$ cat config.mk
export PLATFORM = sky130hd
export DESIGN_NAME = espresso_mode_controller
export DESIGN_NICKNAME = d
export VERILOG_FILES = /design/src/emc_pkg.sv /design/src/emc_regs.sv /design/src/emc_step.sv /design/src/espresso_mode_controller.sv
export SDC_FILE = /design/constraint.sdc
export NUM_CORES = 1
export LEC_CHECK = 0
export BUFFER_PORTS_ARGS = -buffer_cell sky130_fd_sc_hd__buf_2
export CAP_MARGIN = 20
export CORE_ASPECT_RATIO = 0.6
export CORE_MARGIN = 4
export CORE_UTILIZATION = 40
export DETAILED_ROUTE_END_ITERATION = 16
export PLACE_DENSITY = 0.62
export SKIP_LAST_GASP = 1
export SLEW_MARGIN = 20
export SYNTH_ARGS = -nofsm -noshare
export SYNTH_HDL_FRONTEND = slang
export SYNTH_SLANG_ARGS = --single-unit
export TNS_END_PERCENT = 10
$ cat constraint.sdc
create_clock -name clk -period 12.93 [get_ports clk]
set_clock_uncertainty 0.2 [all_clocks]
set_input_delay 0 -clock clk [delete_from_list [all_inputs] [get_ports clk]]
set_output_delay 0 -clock clk [all_outputs]
set_load 0.02 [all_outputs]
$ cat src/emc_pkg.sv
// Shared types and constants for the espresso mode controller.
// Used by the step logic, the register file, the top level and the checker.
// Depends on nothing.
package emc_pkg;

  // Machine modes, as shown on the mode output.
  typedef enum logic [2:0] {
    MODE_UNINIT   = 3'd0,
    MODE_IDLE     = 3'd1,
    MODE_HEATING  = 3'd2,
    MODE_PREINF   = 3'd3,
    MODE_BREWING  = 3'd4,
    MODE_STEAMING = 3'd5,
    MODE_SAFETY   = 3'd6
  } mode_t;

  // Register indexes on the configuration port.
  typedef enum logic [2:0] {
    REG_PREINF_SECONDS  = 3'd0,
    REG_BREW_TEMP       = 3'd1,
    REG_STEAM_TEMP      = 3'd2,
    REG_PREINF_PRESSURE = 3'd3,
    REG_BREW_PRESSURE   = 3'd4
  } reg_index_t;

  localparam int unsigned TARGET_W  = 11;
  localparam int unsigned SECONDS_W = 6;
  localparam int unsigned LIMIT_W   = 16;

  localparam logic [LIMIT_W-1:0] MS_PER_SECOND = 16'd1000;

  // Configuration register contents.
  typedef struct packed {
    logic [SECONDS_W-1:0] preinfusion_seconds;
    logic [TARGET_W-1:0]  brew_temperature;
    logic [TARGET_W-1:0]  steam_temperature;
    logic [TARGET_W-1:0]  preinfusion_pressure;
    logic [TARGET_W-1:0]  brew_pressure;
  } cfg_t;

  // One controller tick as taken from the input channel.
  typedef struct packed {
    logic        power_press;
    logic        pump_switch;
    logic        steam_switch;
    logic        temp_anomaly;
    logic [31:0] now_ms;
  } tick_t;

  // Controller state; the drive and target fields are also the result word.
  typedef struct packed {
    mode_t               mode;
    logic [31:0]         preinfusion_start;
    logic                heater;
    logic                solenoid;
    logic                power_light;
    logic                pump_light;
    logic                steam_light;
    logic [TARGET_W-1:0] pressure;
    logic [TARGET_W-1:0] temperature;
  } state_t;

endpackage

$ cat src/emc_regs.sv
// Configuration register file of the espresso mode controller, on an APB-style port.
// Depends on emc_pkg for the register indexes and the cfg_t struct.
module emc_regs
  import emc_pkg::*;
(
  input  logic        clk,
  input  logic        rst,
  input  logic        psel,
  input  logic        penable,
  input  logic        pwrite,
  input  logic [4:0]  paddr,
  input  logic [31:0] pwdata,
  output logic [31:0] prdata,
  output logic        pready,
  output cfg_t        cfg
);

  logic       wr_en;
  reg_index_t idx;

  assign pready = 1'b1;
  assign wr_en  = psel && penable && pwrite;
  assign idx    = reg_index_t'(paddr[4:2]);

  // Register writes; reset loads the default targets.
  always_ff @(posedge clk) begin
    if (rst) begin
      cfg.preinfusion_seconds  <= 6'd3;
      cfg.brew_temperature     <= 11'd930;
      cfg.steam_temperature    <= 11'd1300;
      cfg.preinfusion_pressure <= 11'd200;
      cfg.brew_pressure        <= 11'd900;
    end else if (wr_en) begin
      unique case (idx)
        REG_PREINF_SECONDS:  cfg.preinfusion_seconds  <= pwdata[SECONDS_W-1:0];
        REG_BREW_TEMP:       cfg.brew_temperature     <= pwdata[TARGET_W-1:0];
        REG_STEAM_TEMP:      cfg.steam_temperature    <= pwdata[TARGET_W-1:0];
        REG_PREINF_PRESSURE: cfg.preinfusion_pressure <= pwdata[TARGET_W-1:0];
        REG_BREW_PRESSURE:   cfg.brew_pressure        <= pwdata[TARGET_W-1:0];
        default: ;
      endcase
    end
  end

  // Read mux.
  always_comb begin
    unique case (idx)
      REG_PREINF_SECONDS:  prdata = {26'd0, cfg.preinfusion_seconds};
      REG_BREW_TEMP:       prdata = {21'd0, cfg.brew_temperature};
      REG_STEAM_TEMP:      prdata = {21'd0, cfg.steam_temperature};
      REG_PREINF_PRESSURE: prdata = {21'd0, cfg.preinfusion_pressure};
      REG_BREW_PRESSURE:   prdata = {21'd0, cfg.brew_pressure};
      default:             prdata = 32'd0;
    endcase
  end

endmodule

$ cat src/emc_step.sv
// Next-state logic of the espresso mode controller for one tick.
// Depends on emc_pkg for mode_t, cfg_t, tick_t and state_t.
module emc_step
  import emc_pkg::*;
(
  input  state_t cur,
  input  cfg_t   cfg,
  input  tick_t  tick,
  output state_t nxt
);

  logic [31:0]        elapsed;
  logic [LIMIT_W-1:0] limit;
  logic               preinf_done;

  // Elapsed preinfusion time against the configured duration.
  assign elapsed     = tick.now_ms - cur.preinfusion_start;
  assign limit       = LIMIT_W'(LIMIT_W'(cfg.preinfusion_seconds) * MS_PER_SECOND);
  assign preinf_done = elapsed > {16'd0, limit};

  always_comb begin
    nxt = cur;

    // The anomaly check runs first and latches safety off.
    if (tick.temp_anomaly && cur.mode != MODE_SAFETY) begin
      nxt.heater   = 1'b0;
      nxt.solenoid = 1'b1;
      nxt.mode     = MODE_SAFETY;
    end

    unique case (nxt.mode)
      MODE_UNINIT: begin
        nxt.mode = MODE_IDLE;
      end
      MODE_IDLE: begin
        if (tick.power_press) begin
          nxt.power_light = 1'b1;
          nxt.heater      = 1'b1;
          nxt.pump_light  = 1'b0;
          nxt.steam_light = 1'b0;
          nxt.pressure    = '0;
          nxt.solenoid    = 1'b0;
          nxt.temperature = cfg.brew_temperature;
          nxt.mode        = MODE_HEATING;
        end
      end
      MODE_HEATING: begin
        if (tick.power_press) begin
          nxt.power_light = 1'b0;
          nxt.pump_light  = 1'b0;
          nxt.steam_light = 1'b0;
          nxt.solenoid    = 1'b0;
          nxt.heater      = 1'b0;
          nxt.pressure    = '0;
          nxt.temperature = '0;
          nxt.mode        = MODE_IDLE;
        end else if (tick.pump_switch) begin
          nxt.pump_light        = 1'b1;
          nxt.pressure          = cfg.preinfusion_pressure;
          nxt.solenoid          = 1'b1;
          nxt.preinfusion_start = tick.now_ms;
          nxt.mode              = MODE_PREINF;
        end else if (tick.steam_switch) begin
          nxt.steam_light = 1'b1;
          nxt.pressure    = '0;
          nxt.solenoid    = 1'b0;
          nxt.temperature = cfg.steam_temperature;
          nxt.mode        = MODE_STEAMING;
        end
      end
      MODE_PREINF, MODE_BREWING, MODE_STEAMING: begin
        if (tick.power_press) begin
          nxt.power_light = 1'b0;
          nxt.pump_light  = 1'b0;
          nxt.steam_light = 1'b0;
          nxt.solenoid    = 1'b0;
          nxt.heater      = 1'b0;
          nxt.pressure    = '0;
          nxt.temperature = '0;
          nxt.mode        = MODE_IDLE;
        end else if ((nxt.mode == MODE_STEAMING) ? !tick.steam_switch
                                                  : !tick.pump_switch) begin
          // Switch released: fall back to heating.
          nxt.pump_light  = 1'b0;
          nxt.steam_light = 1'b0;
          nxt.pressure    = '0;
          nxt.solenoid    = 1'b0;
          nxt.temperature = cfg.brew_temperature;
          nxt.mode        = MODE_HEATING;
        end else if (nxt.mode == MODE_PREINF && preinf_done) begin
          nxt.pressure = cfg.brew_pressure;
          nxt.mode     = MODE_BREWING;
        end
      end
      default: ;  // Safety off holds until reset.
    endcase
  end

endmodule

$ cat src/espresso_mode_controller.sv
// Top level of the espresso mode controller: input register, step logic, state/result register.
// Depends on emc_pkg, emc_regs and emc_step.
//
// Takes one controller tick per clock cycle when the result side keeps up. A tick is
// held in an input register; then the mode decode, the 32-bit elapsed time subtract
// and compare, and the target selection update the state register, which drives the
// result word directly. A tick's result is written into the state register once the
// input register can advance. in_stall rises only while a result waits on out_stall and
// another tick already sits in the input register. Configuration registers are written
// through the APB-style port and take effect for the next tick.
module espresso_mode_controller
  import emc_pkg::*;
(
  input  logic        clk,
  input  logic        rst,
  // Configuration port
  input  logic        psel,
  input  logic        penable,
  input  logic        pwrite,
  input  logic [4:0]  paddr,
  input  logic [31:0] pwdata,
  output logic [31:0] prdata,
  output logic        pready,
  // Input channel
  input  logic        in_valid,
  output logic        in_stall,
  input  logic        power_press,
  input  logic        pump_switch,
  input  logic        steam_switch,
  input  logic        temp_anomaly,
  input  logic [31:0] now_ms,
  // Output channel
  output logic        out_valid,
  input  logic        out_stall,
  output logic [2:0]  mode,
  output logic        heater_on,
  output logic        solenoid_open,
  output logic        power_light,
  output logic        pump_light,
  output logic        steam_light,
  output logic [10:0] pressure_target,
  output logic [10:0] temperature_target
);

  cfg_t   cfg;
  tick_t  s1_tick;
  logic   s1_valid;
  state_t state;
  state_t state_next;
  logic   out_free;
  logic   advance;

  // Configuration registers.
  emc_regs u_regs (
    .clk     (clk),
    .rst     (rst),
    .psel    (psel),
    .penable (penable),
    .pwrite  (pwrite),
    .paddr   (paddr),
    .pwdata  (pwdata),
    .prdata  (prdata),
    .pready  (pready),
    .cfg     (cfg)
  );

  // Per-tick mode logic.
  emc_step u_step (
    .cur  (state),
    .cfg  (cfg),
    .tick (s1_tick),
    .nxt  (state_next)
  );

  // Handshake: the result register frees up when empty or when its word is taken.
  assign out_free = !out_valid || !out_stall;
  assign advance  = s1_valid && out_free;
  assign in_stall = s1_valid && !out_free;

  // Control and state registers.
  always_ff @(posedge clk) begin
    if (rst) begin
      s1_valid  <= 1'b0;
      out_valid <= 1'b0;
      state     <= '0;
    end else begin
      if (!in_stall) begin
        s1_valid <= in_valid;
      end
      if (out_free) begin
        out_valid <= s1_valid;
      end
      if (advance) begin
        state <= state_next;
      end
    end
  end

  // Input register payload.
  always_ff @(posedge clk) begin
    if (in_valid && !in_stall) begin
      s1_tick.power_press  <= power_press;
      s1_tick.pump_switch  <= pump_switch;
      s1_tick.steam_switch <= steam_switch;
      s1_tick.temp_anomaly <= temp_anomaly;
      s1_tick.now_ms       <= now_ms;
    end
  end

  // The state register is the result word.
  assign mode               = state.mode;
  assign heater_on          = state.heater;
  assign solenoid_open      = state.solenoid;
  assign power_light        = state.power_light;
  assign pump_light         = state.pump_light;
  assign steam_light        = state.steam_light;
  assign pressure_target    = state.pressure;
  assign temperature_target = state.temperature;

endmodule

After elaboration in Yosys (flattened, before gate mapping)
Cells that the tools add are included.
{"block": "word_totals", "register_bits": 150, "in_bits": 80, "output_inout_bits": 65, "word_cells": 102}
{"block": "op_classes", "n_addsub": 1, "multipliers": 1, "magnitude_cmp": 1, "n_eq_ne": 17, "mux": 32, "bitwise": 1, "n_reduce_logical": 28}
{"op": "one-hot mux 27 bit (3 select lines)", "count": 1}
{"op": "2-to-1 mux 11 bit", "count": 5}
{"op": "one-hot mux 11 bit (5 select lines)", "count": 1}
{"op": "2-to-1 mux 24 bit", "count": 2}
{"op": "greater-than comparator 32 x 16 -> 1 bit", "count": 1}
{"op": "subtractor 32 bit", "count": 1}
{"op": "2-to-1 mux 27 bit", "count": 1}
{"op": "2-to-1 mux 3 bit", "count": 8}
{"op": "2-to-1 mux 23 bit", "count": 1}
{"op": "multiplier 6 x 7 -> 13 bit, second input constant", "count": 1}
{"op": "equality test 3 x 2 -> 1 bit, second input constant", "count": 4}
{"op": "!= test 3 bit, second input constant", "count": 4}
{"op": "one-hot mux 3 bit (4 select lines)", "count": 1}
{"op": "2-to-1 mux 1 bit", "count": 10}
{"op": "AND reduction 2 bit", "count": 5}
{"op": "AND reduction 5 bit", "count": 2}
{"op": "equality test 3 bit, second input constant", "count": 3}
{"op": "logical AND 1 bit", "count": 7}
{"op": "equality test 3 x 1 -> 1 bit, second input constant", "count": 2}
{"op": "zero test 1 bit", "count": 6}
{"op": "zero test 3 bit", "count": 2}
{"op": "AND reduction 6 bit", "count": 1}
{"op": "2-to-1 mux 2 bit", "count": 2}
{"op": "!= test 4 x 2 -> 1 bit, second input constant", "count": 1}
{"op": "9 further kinds", "count": 9}

Longest topological paths before layout
Gate-level depths: netlist of run 1.
{"block": "depth", "ltp_word": 9, "ltp_mapped": 26, "mapped_depth_nobuf": 24}

Modules after synthesis
From an unflattened synthesis of run 1, not the netlist that was laid out.
{"block": "hier_totals", "cells_unflattened": 1274, "hier_area_um2": 11074.4}
{"module": "emc_step", "n_inst": 1, "cells_each": 663, "area_per_inst_um2": 4292.9, "seq_area_each_um2": 0.0}
{"module": "espresso_mode_controller", "n_inst": 1, "cells_each": 340, "area_per_inst_um2": 4191.5, "seq_area_each_um2": 2362.3}
{"module": "emc_regs", "n_inst": 1, "cells_each": 271, "area_per_inst_um2": 2590.0, "seq_area_each_um2": 1001.0}

Least setup slack after synthesis of run 1
OpenSTA, ideal clock, no wires.
{"block": "synth_path", "kind": "flip-flop to flip-flop", "from": "register u_regs.cfg[47] (netlist name)", "to": "register state (netlist bit mode[1])", "setup_time_ns": 0.088, "arrival_time_ns": 5.409, "t_required_ns": 12.642, "path_slack_ns": 7.233, "stages_incl_launch_ff": 26, "path_buffers": 1, "synth_period_minus_slack_ns": 5.697, "path_cell_list": "dfxtp_1 > fa_1 > inv_1 > fa_1 > fa_1 > inv_1 > ha_1 > inv_1 > nor2_1 > nor2_1 > o21bai_1 > a21oi_1 > o21bai_1 > a21oi_1 > xnor2_1 > ha_1 > nand4_1 > a21oi_1 > a2111oi_0 > a21oi_1 > nor4_1 > o2111ai_1 > nor4b_4 > buf_6 > o22ai_2 > a311oi_2"}
{"block": "synth_via", "elab_chain_cells": 7}
{"item": "multiplier 6 x 7 -> 13 bit", "line": "emc_step.sv:18", "source": "assign limit = LIMIT_W'(LIMIT_W'(cfg.preinfusion_seconds) * MS_PER_SECOND);"}
{"item": "greater-than comparator 32 x 16 -> 1 bit", "line": "emc_step.sv:19", "source": "assign preinf_done = elapsed > {16'd0, limit};"}
{"item": "logical AND 1 bit", "line": "emc_step.sv:90", "source": "end else if (nxt.mode == MODE_PREINF && preinf_done) begin"}
{"item": "2-to-1 mux 3 bit", "line": "emc_step.sv:90"}
{"item": "2-to-1 mux 3 bit", "line": "emc_step.sv:81", "source": "end else if ((nxt.mode == MODE_STEAMING) ? !tick.steam_switch"}
{"item": "2-to-1 mux 3 bit", "line": "emc_step.sv:72", "source": "if (tick.power_press) begin"}
{"item": "one-hot mux 3 bit (4 select lines)", "line": "emc_step.sv:31", "source": "unique case (nxt.mode)"}
{"item": "end signal, assigned", "line": "espresso_mode_controller.sv:94", "source": "state <= state_next;"}
{"item": "end, declared", "line": "espresso_mode_controller.sv:48", "source": "state_t state;"}
No other way between the ends.
A chain may end at the register's enable or synchronous reset.

Worst setup path in the final report of run 1
{"block": "layout_path", "from": "register u_regs.cfg[47] (netlist name)", "to": "register state (netlist bit mode[1])"}
{"block": "layout_via", "elab_chain_cells": 7}
{"item": "multiplier 6 x 7 -> 13 bit", "line": "emc_step.sv:18"}
{"item": "greater-than comparator 32 x 16 -> 1 bit", "line": "emc_step.sv:19"}
{"item": "logical AND 1 bit", "line": "emc_step.sv:90"}
{"item": "2-to-1 mux 3 bit", "line": "emc_step.sv:90"}
{"item": "2-to-1 mux 3 bit", "line": "emc_step.sv:81"}
{"item": "2-to-1 mux 3 bit", "line": "emc_step.sv:72"}
{"item": "one-hot mux 3 bit (4 select lines)", "line": "emc_step.sv:31"}
No other way between the ends.

==> flow_metrics.env, run 1 <==
export IMPL_hp_class="input pin to register"
export IMPL_syn_area_um2=9940
export IMPL_die_area_um2=27500
export IMPL_drcViolationCount=0
export IMPL_critical_path_required_ns=13.09
export IMPL_yosysWarnings=0
export IMPL_path_max_fanout=25
export IMPL_final_antenna_net_count=0
export IMPL_powerDensity_nw_per_um2=100
export IMPL_yosys_top_cells_area="dfxtp_1 23%, edfxtp_1 11%, ha_1 8.4%"
export IMPL_gp_congestion=0.928
export IMPL_drive_gt1_share_pct=13.7
export IMPL_hp_start="pump_switch"
export IMPL_critical_path_endpoint_type="register"
export IMPL_synth_seq_area_share_pct=33.8
export IMPL_setup_tns_ns=0
export IMPL_syn2layout_area_growth_pct=15.0
export IMPL_numCtsBuffers=17
export IMPL_drv_slew=0
export IMPL_core_area_um2=24300
export IMPL_critPathKind="register to register"
export IMPL_pin_count=145
export IMPL_grt_use_total_pct=20.6
export IMPL_cp_slowest_cell="dfxtp_1"
export IMPL_endpoint="mode[1]"
export IMPL_dieHeight_um=130
export IMPL_finalWorstSetupSlack_ns=6.13
export IMPL_hpwl_um=20700
export IMPL_p_total_mw=1.14
export IMPL_first_pass_iters=5
export IMPL_synth_edf_count=36
export IMPL_cts_tree="yes"
export IMPL_cts_buffer_depth=2
export IMPL_antenna_found_initial=1
export IMPL_row_count=44
export IMPL_reg2reg_depth=25
export IMPL_ys_seq_elements=150
export IMPL_final_cell_mix="146 x nand2_1, 114 x dfxtp_1, 99 x buf_2"
export IMPL_drt_total_wl_um=28600
export IMPL_rsz0062_at_grt="no"
export IMPL_ys_types=78
export IMPL_slew_headroom_pct=28.8
export IMPL_startpoint="u_regs.cfg[47]"
export IMPL_rr_startpoint="u_regs.cfg[47]"
export IMPL_grt_start_max_net_pins=72
export IMPL_setup_viol=0
export IMPL_clkLatencyLatePin_ns=0.44
export IMPL_grt_pass1_vias=8147
export IMPL_slowest_delay_ns=0.61
export IMPL_start_util_pct=40.8
export IMPL_pre_cts_ws_ns=6.25
export IMPL_cts_sink_count=150
export IMPL_outcome="finished, final reports clean"
export IMPL_fin_crit_sh_pct=52.6
export IMPL_vias=8837
export IMPL_min_period_ns=6.80
export IMPL_grt_first_pass_wirelength_um=45000
export IMPL_layout_commonest_cell="nand2_1"
export IMPL_finalNetCount=1412
export IMPL_cap_violations=0
export IMPL_tightest_slew_ns=1.07
export IMPL_cpMostUsedCell="a21oi_1"
export IMPL_yosysTopAreaCell="dfxtp_1"
export IMPL_drtIter0Drc=820
export IMPL_synthCells=1164
export IMPL_cts_max_level=4
export IMPL_async_reset_ff_share_pct=0
export IMPL_synth_top_area_share_pct=23.0
export IMPL_synth_flop_cell="dfxtp_1"
export IMPL_fmax_ghz=0.147
export IMPL_grt_overflow_total=0
export IMPL_dpl_cell_count=1503
export IMPL_fp_dieW_um=211
export IMPL_path_clk_slew_ns=0.07
export IMPL_holdWs_ns=0.0668
export IMPL_leakagePower_nw=4.53
export IMPL_reg2reg_slack_ns=6.13
export IMPL_fin_cells=1585
export IMPL_postCtsSetupRepairBufs=0
export IMPL_vdd_drop_max_mv=0.0947
export IMPL_arrival_ns=6.95
export IMPL_cp_start_kind="register"
export IMPL_syn_avg_cell_area_um2=8.54
export IMPL_r2r_end="mode[1]"
export IMPL_portBuffers=99
export IMPL_hold_viol_final=0
export IMPL_cts_root_buffer="clkbuf_16"
export IMPL_viasPerCell=5.58
export IMPL_wl_per_cell_um=18.0
==> critical path: cells and delay by family (launching register included) <==
kind,cells,cell delay (ns)
AND/OR/NAND/NOR,5,1.18
AO/OA/AOI/OAI,10,1.90
buffers and inverters,4,0.61
XOR/XNOR,1,0.16
adder cells (fa/ha/maj),5,2.04
flip-flops,1,0.61
==> worst min-delay path by stage <==
| stage | endpoint | depth (start not counted) |
|---|---|---|
| after detailed placement | s1_tick[11] | 1 |
| after CTS | u_regs.cfg[45] | 4 |
| final | s1_tick[34] | 2 |
| after floorplan | s1_tick[0] | 0 |
| after global routing | s1_tick[2] | 2 |
| after global placement | s1_tick[35] | 1 |
==> routing by layer <==
layer | vias up | global-route usage [%] | part of all wire [%]
met5 | - | 0 | 0
met4 | 0 | 4.77 | 1.2
met3 | 30 | 5.69 | 9.2
met2 | 361 | 28.1 | 40
met1 | 4170 | 32.0 | 50
li1 | 4276 | - | -
==> cell type report <==
cell class | instances | area, um^2
Clock inverter | 9 | 66.3
Clock buffer | 21 | 450
Timing Repair Buffer | 162 | 1110
Tap cell | 322 | 403
Multi-Input combinational cell | 843 | 5750
Inverter | 77 | 289
Sequential cell | 150 | 3360
Antenna cell | 1 | 2.50
Fill cell | 2375 | 12900
==> what timing repair did <==
action / in CTS / in global routing
gates resized for setup: 0 / 0
hold endpoints to repair: 119 / 0
endpoints found under the setup margin: 0 / 0
hold buffers: 51 / 0
==> report_power, final <==
group,switching (mW),total (mW),internal [mW]
Clock,0.208,0.458,0.250
Sequential,0.0100,0.502,0.492
Combinational,0.114,0.184,0.0702
==> synth_stat cells (13+ instances only) <==
cell / count
a22oi_1: 40
dfxtp_1: 114
o21ai_0: 22
o22ai_1: 14
buf_4: 48
nand3_1: 30
inv_1: 76
edfxtp_1: 36
nor2_1: 94
fa_1: 14
clkbuf_1: 52
nand4_1: 18
mux2i_1: 48
nand2_1: 146
a211oi_1: 25
a21oi_1: 93
ha_1: 67
xnor2_1: 13
==> per-stage QoR <==
stage	util [%]	area (um^2)
finish	47.0	11400
global route	47.0	11400
CTS	47.0	11400
detailed placement	42.7	10400
global placement	42.7	10400
floorplan	-	10000
==> registers in the layout, indices dropped and copies added (netlist names) <==
name	count
solenoid_open	1
out_valid	1
pump_light	1
power_light	1
temperature_target	11
state	32
mode	3
pressure_target	11
steam_light	1
heater_on	1
s1_tick	36
u_regs.cfg	50
s1_valid	1
==> cells by family (layout without fill, tap and decap cells) <==
group           count (synthesis)  in the layout  share of synthesized area, %
mux                            56             56                          5.74
xor+xnor                       24             24                          2.12
fa+ha+maj                      81             81                          11.3
flops                         150            150                          33.8
buf+inv                       191            269                          9.36
compound gates                293            293                          20.3
other cells                     2             23                        0.0756
simple gates                  367            367                          17.4
Note: power is estimated with default switching activity, not from simulation.
==> run 2: changes to the inputs <==
==> constraint.sdc (replaced) <==
create_clock -name clk -period 7 [get_ports clk]
set_clock_uncertainty 0.2 [all_clocks]
set_input_delay 0 -clock clk [delete_from_list [all_inputs] [get_ports clk]]
set_output_delay 0 -clock clk [all_outputs]
set_load 0.02 [all_outputs]
==> run 2 against run 1 <==
Compared with the run above:
- non-clock buffer count grew 5
- first-iteration DRC count decreased by 4.4%
- register-to-register slack got worse by 5.5 ns
- fmax grew 6.0%
- sequential cell count stayed put
- sequential power increased by 84%
- cell area rose by 0.91%
==> flow_metrics.env, run 2 (synthesis results as in run 1) <==
export IMPL_outcome="finished, final reports clean"
export IMPL_path_max_fanout=22
export IMPL_hold_depth=2
export IMPL_top_register="u_regs.cfg"
export IMPL_reg2reg_slack_ns=0.59
export IMPL_p_clk_share_pct=42.0
export IMPL_path_clk_slew_ns=0.07
export IMPL_setup_viol=0
export IMPL_drv_slew=0
export IMPL_core_area_um2=24300
export IMPL_min_period_ns=6.41
export IMPL_grt_use_total_pct=20.6
export IMPL_setup_tns_ns=0
export IMPL_die_area_um2=27500
export IMPL_cts_root_buffer="clkbuf_16"
export IMPL_hp_class="input pin to register"
export IMPL_reg2reg_depth=25
export IMPL_syn2layout_area_growth_pct=16.1
export IMPL_fp_dieW_um=211
export IMPL_critPathKind="register to register"
export IMPL_pin_count=145
export IMPL_start_util_pct=40.8
export IMPL_slew_headroom_pct=35.1
export IMPL_viasPerCell=5.48
export IMPL_pre_cts_ws_ns=0.507
export IMPL_final_cell_mix="146 x nand2_1, 114 x dfxtp_1, 99 x buf_2"
export IMPL_grt_first_pass_wirelength_um=45200
export IMPL_grt_pass1_vias=8170
export IMPL_wl_per_cell_um=18.0
export IMPL_largest_reg_flops=50
export IMPL_finalNetCount=1417
export IMPL_filler_cell_count=2401
export IMPL_rr_startpoint="u_regs.cfg[49]"
export IMPL_gp_congestion=0.933
export IMPL_hp_start="now_ms[30]"
export IMPL_power_switching_mw=0.642
export IMPL_fmax_ghz=0.156
export IMPL_final_util_pct=47.4
export IMPL_cap_violations=0
export IMPL_hold_viol_final=0
export IMPL_cts_buffer_depth=2
export IMPL_holdPathEnd="s1_tick[30]"
export IMPL_antenna_found_initial=0
export IMPL_grt_start_max_net_pins=67
export IMPL_r2r_end="pressure_target[1]"
export IMPL_tightest_slew_ns=0.972
export IMPL_cp_start_kind="register"
export IMPL_vdd_drop_max_mv=0.154
export IMPL_numCtsBuffers=17
export IMPL_critical_path_required_ns=7.11
export IMPL_rsz0062_at_grt="no"
export IMPL_vias=8716
export IMPL_p_int_mw=1.54
export IMPL_grt_overflow_total=0
export IMPL_leakagePower_nw=4.58
export IMPL_critical_path_endpoint_type="register"
export IMPL_drt_total_wl_um=28600
export IMPL_cts_tree="yes"
export IMPL_row_count=44
export IMPL_first_pass_iters=5
export IMPL_fin_crit_sh_pct=91.6
export IMPL_drive_gt1_share_pct=14.2
export IMPL_cts_max_level=4
export IMPL_dieHeight_um=130
export IMPL_drtIter0Drc=784
export IMPL_dpl_cell_count=1506
export IMPL_pwr_share_seq_pct=42.5
export IMPL_finalWorstSetupSlack_ns=0.588
export IMPL_clkLatencyLatePin_ns=0.44
export IMPL_top_regs="u_regs.cfg (50), s1_tick (36), state (32)"
export IMPL_layout_commonest_cell="nand2_1"
export IMPL_arrival_ns=6.52
export IMPL_cts_sink_count=150
export IMPL_drcViolationCount=0
export IMPL_final_antenna_net_count=0
export IMPL_p_sw_share_pct=29.4
export IMPL_fin_cells=1591
export IMPL_hpwl_um=20700
export IMPL_portBuffers=99
export IMPL_p_comb_share_pct=15.6
export IMPL_powerDensity_nw_per_um2=189
==> run 2: cell types whose count changed in the layout (fill, tap and decap cells not counted), sizes merged <==
cell | previous run | this run
clkinv | 3 | 2
buf | 111 | 115
dlygate4sd3 | 51 | 52
inv | 82 | 86
bufinv | 0 | 1
clkbuf | 21 | 18
==> run 2: worst max-delay path by stage <==
stage | cells past startpoint | slack, ns | to | start
6_report | 25 | 0.59 | pressure_target[1] | u_regs.cfg[49]
5_1_grt | 25 | 0.14 | pressure_target[2] | u_regs.cfg[49]
4_1_cts | 25 | 0.46 | pressure_target[1] | u_regs.cfg[49]
3_5_place_dp | 25 | 0.51 | pressure_target[4] | u_regs.cfg[49]
3_3_place_gp | 24 | 0.64 | pressure_target[4] | u_regs.cfg[44]
2_1_floorplan | 25 | 1.30 | mode[1] | u_regs.cfg[47]
==> run 2: routing by layer <==
layer  part of all wire (%)  global-route usage (%)  vias to the layer above
li1                       -                       -                     4288
met1                     52                    32.5                     4130
met2                     41                    28.6                      276
met3                    6.7                    4.76                       22
met4                    1.0                    3.97                        0
met5                      0                       0                        -
==> run 2: what timing repair did <==
action,4_1_cts,5_1_grt
gates resized for setup,0,0
hold endpoints to repair,126,0
endpoints found under the setup margin,0,11
buffers inserted,0,1
hold buffers,52,0
==> run 2: power groups by stage <==
stage / clock network, mW / logic, mW / registers (mW)
2_1_floorplan: 0 / 0.236 / 0.938
3_3_place_gp: 0 / 0.305 / 0.945
3_5_place_dp: 0 / 0.310 / 0.945
4_1_cts: 0.931 / 0.334 / 0.926
5_1_grt: 0.970 / 0.374 / 0.928
6_report: 0.915 / 0.340 / 0.926
==> run 2: final cells by class <==
cell class / count / area [um^2] / area share [%]
clock inverters: 13 / 136 / 1.18
inverters: 77 / 289 / 2.51
clock buffers: 18 / 429 / 3.72
diodes: 1 / 2.50 / 0.0217
repair buffers: 167 / 1160 / 10.0
multi-input cells: 843 / 5750 / 49.9
well taps: 322 / 403 / 3.49
flip-flops and latches: 150 / 3360 / 29.2
==> run 2: critical path, cell delays in order, from the launching register on <==
cell and delay, ns:
dfxtp_1 0.53, fa_1 0.50, inv_1 0.17, fa_1 0.46
fa_1 0.56, inv_1 0.04, ha_1 0.28, inv_1 0.10
nor2_1 0.05, nor2_1 0.16, o21bai_1 0.10, a21oi_1 0.24
o21bai_1 0.09, a21oi_1 0.17, xnor2_1 0.16, ha_1 0.28
nand4_1 0.14, a21oi_1 0.06, a2111oi_0 0.38, a21oi_1 0.08
nor4_1 0.41, o2111ai_1 0.25, nor4b_4 0.32, buf_4 0.30
or4_1 0.16, nand3_1 0.07
==> run 2: per-stage QoR <==
| step | area, um^2 | power, mW | hold slack (ns) |
|---|---|---|---|
| final | 11500 | 2.18 | 0.0601 |
| after global placement | 10400 | 1.25 | -0.0229 |
| after detailed placement | 10400 | 1.25 | -0.0219 |
| after floorplan | 10000 | 1.17 | -0.101 |
| after CTS | 11500 | 2.19 | 0.0333 |
| after global routing | 11500 | 2.27 | 0.0569 |
==> run 3: changes to the inputs <==
==> constraint.sdc (replaced) <==
create_clock -name clk -period 6.9 [get_ports clk]
set_clock_uncertainty 0.2 [all_clocks]
set_input_delay 0 -clock clk [delete_from_list [all_inputs] [get_ports clk]]
set_output_delay 0 -clock clk [all_outputs]
set_load 0.02 [all_outputs]
==> run 3 against run 2 <==
Compared with the run above:
- combinational power barely moved
- clock-buffer cell count fell by 1
- worst setup slack got worse by 0.25 ns
- sequential share of layout area fell by 0.069 points
- clock power rose by 8.2%
- die area did not move
- register-to-register slack got worse by 0.25 ns
- fmax fell by 2.2%
- critical endpoint is now pressure_target[7]
- largest power group is now clock
==> flow_metrics.env, run 3 (synthesis results as in run 1) <==
export IMPL_outcome="finished, final reports clean"
export IMPL_row_count=44
export IMPL_cts_buffer_depth=2
export IMPL_setup_tns_ns=0
export IMPL_cts_root_buffer="clkbuf_16"
export IMPL_syn2layout_area_growth_pct=16.3
export IMPL_top_register="u_regs.cfg"
export IMPL_rr_startpoint="u_regs.cfg[44]"
export IMPL_numCtsBuffers=17
export IMPL_dieHeight_um=130
export IMPL_top_regs="u_regs.cfg (50), s1_tick (36), state (32)"
export IMPL_cts_max_level=4
export IMPL_largest_reg_flops=50
export IMPL_hp_start="paddr[4]"
export IMPL_hp_class="input pin to register"
export IMPL_grt_pass1_vias=8330
export IMPL_wl_per_cell_um=17.9
export IMPL_fmax_ghz=0.152
export IMPL_num_antenna_cells=0
export IMPL_vias=8850
export IMPL_critical_path_required_ns=7.01
export IMPL_grt_use_total_pct=20.8
export IMPL_fp_dieW_um=211
export IMPL_path_max_fanout=22
export IMPL_drive_gt1_share_pct=14.3
export IMPL_portBuffers=99
export IMPL_leakagePower_nw=4.59
export IMPL_grt_overflow_total=0
export IMPL_layout_commonest_cell="nand2_1"
export IMPL_viasPerCell=5.57
export IMPL_core_area_um2=24300
export IMPL_grt_first_pass_wirelength_um=45700
export IMPL_cap_violations=0
export IMPL_drt_total_wl_um=28400
export IMPL_clkLatencyLatePin_ns=0.44
export IMPL_final_cell_mix="146 x nand2_1, 114 x dfxtp_1, 99 x buf_2"
export IMPL_critPathKind="register to register"
export IMPL_hold_viol_final=0
export IMPL_critical_path_endpoint_type="register"
export IMPL_powerDensity_nw_per_um2=197
export IMPL_vdd_drop_max_mv=0.156
export IMPL_die_area_um2=27500
export IMPL_antenna_found_initial=0
export IMPL_grt_start_max_net_pins=66
export IMPL_holdWs_ns=0.0384
export IMPL_drtIter0Drc=909
export IMPL_drcViolationCount=0
export IMPL_cp_start_kind="register"
export IMPL_pin_count=145
export IMPL_path_clk_slew_ns=0.07
export IMPL_startpoint="u_regs.cfg[44]"
export IMPL_finalNetCount=1416
export IMPL_rsz0062_at_grt="no"
export IMPL_first_pass_iters=5
export IMPL_slew_headroom_pct=32.6
export IMPL_min_period_ns=6.56
export IMPL_cts_sink_count=150
export IMPL_hpwl_um=20600
export IMPL_tightest_slew_ns=1.01
export IMPL_drv_slew=0
export IMPL_arrival_ns=6.67
export IMPL_cts_tree="yes"
export IMPL_start_util_pct=40.8
export IMPL_gp_congestion=0.906
export IMPL_setup_viol=0
export IMPL_fin_crit_sh_pct=95.1
export IMPL_final_antenna_net_count=0
==> run 3: cell count changes in the layout (fill, tap and decap cells not counted), moves of 2 or more <==
cell and delta:
clkinv_8 +4, clkinv_4 +2, inv_6 -3, inv_4 -2
inv_12 +2
==> run 3: routing by layer <==
metal | vias to the layer above | GRT usage [%] | share of wire, %
met1 | 4251 | 32.1 | 51
met5 | - | 0 | 0
met2 | 280 | 29.6 | 41
met4 | 0 | 3.41 | 0.81
li1 | 4300 | - | -
met3 | 19 | 5.31 | 6.7
==> run 3: final cells by class <==
| cell class | instances | area (um^2) |
|---|---|---|
| Clock buffer | 17 | 425 |
| Clock inverter | 15 | 205 |
| Multi-Input combinational cell | 843 | 5750 |
| Sequential cell | 150 | 3360 |
| Fill cell | 2305 | 12800 |
| Timing Repair Buffer | 166 | 1130 |
| Inverter | 77 | 289 |
| Tap cell | 322 | 403 |
==> run 3: through the flow <==
step / cell area (um^2) / worst slack, ns / std cells / util, % / power (mW)
final: 11600 / 0.341 / 1590 / 47.5 / 2.27
after global routing: 11600 / 0.0318 / 1590 / 47.5 / 2.37
after floorplan: 10000 / 1.20 / 1184 / - / 1.19
after global placement: 10400 / 0.585 / 1506 / 42.8 / 1.27
after CTS: 11600 / 0.354 / 1590 / 47.5 / 2.28
after detailed placement: 10400 / 0.416 / 1506 / 42.8 / 1.27
==> run 3: critical path, stage by stage, from the launching register on <==
cell,delay [ns]
dfxtp_1,0.51
fa_1,0.50
ha_1,0.32
fa_1,0.48
ha_1,0.24
fa_1,0.40
a21oi_1,0.15
nor2_1,0.05
nor2_1,0.16
o21bai_1,0.11
a21oi_1,0.23
o21bai_1,0.09
a21oi_1,0.19
xnor2_1,0.15
ha_1,0.27
nand4_1,0.15
a21oi_1,0.08
a2111oi_0,0.42
a21oi_1,0.09
nor4_1,0.38
o2111ai_1,0.25
nor4b_4,0.48
buf_4,0.32
or4_1,0.14
nand3_1,0.08
==> run 3: final timing paths <==
path         depth (start not counted)  slack [ns]            endpoint
max reg2reg                         24        0.34  pressure_target[7]
max                                 24        0.34  pressure_target[7]
min                                  4        0.04      u_regs.cfg[45]
min reg2reg                          2        0.26           state[51]
==> run 3: timing repair <==
item,in CTS,in global routing
gates resized for setup,0,0
endpoints found under the setup margin,0,4
hold endpoints to repair,112,0
hold buffers,52,0
buffers inserted,0,0
==> run 3: where the power goes <==
group          switching (mW)  internal (mW)
clock                   0.460          0.529
combinational           0.212          0.131
sequential             0.0188          0.921
total                   0.691           1.58
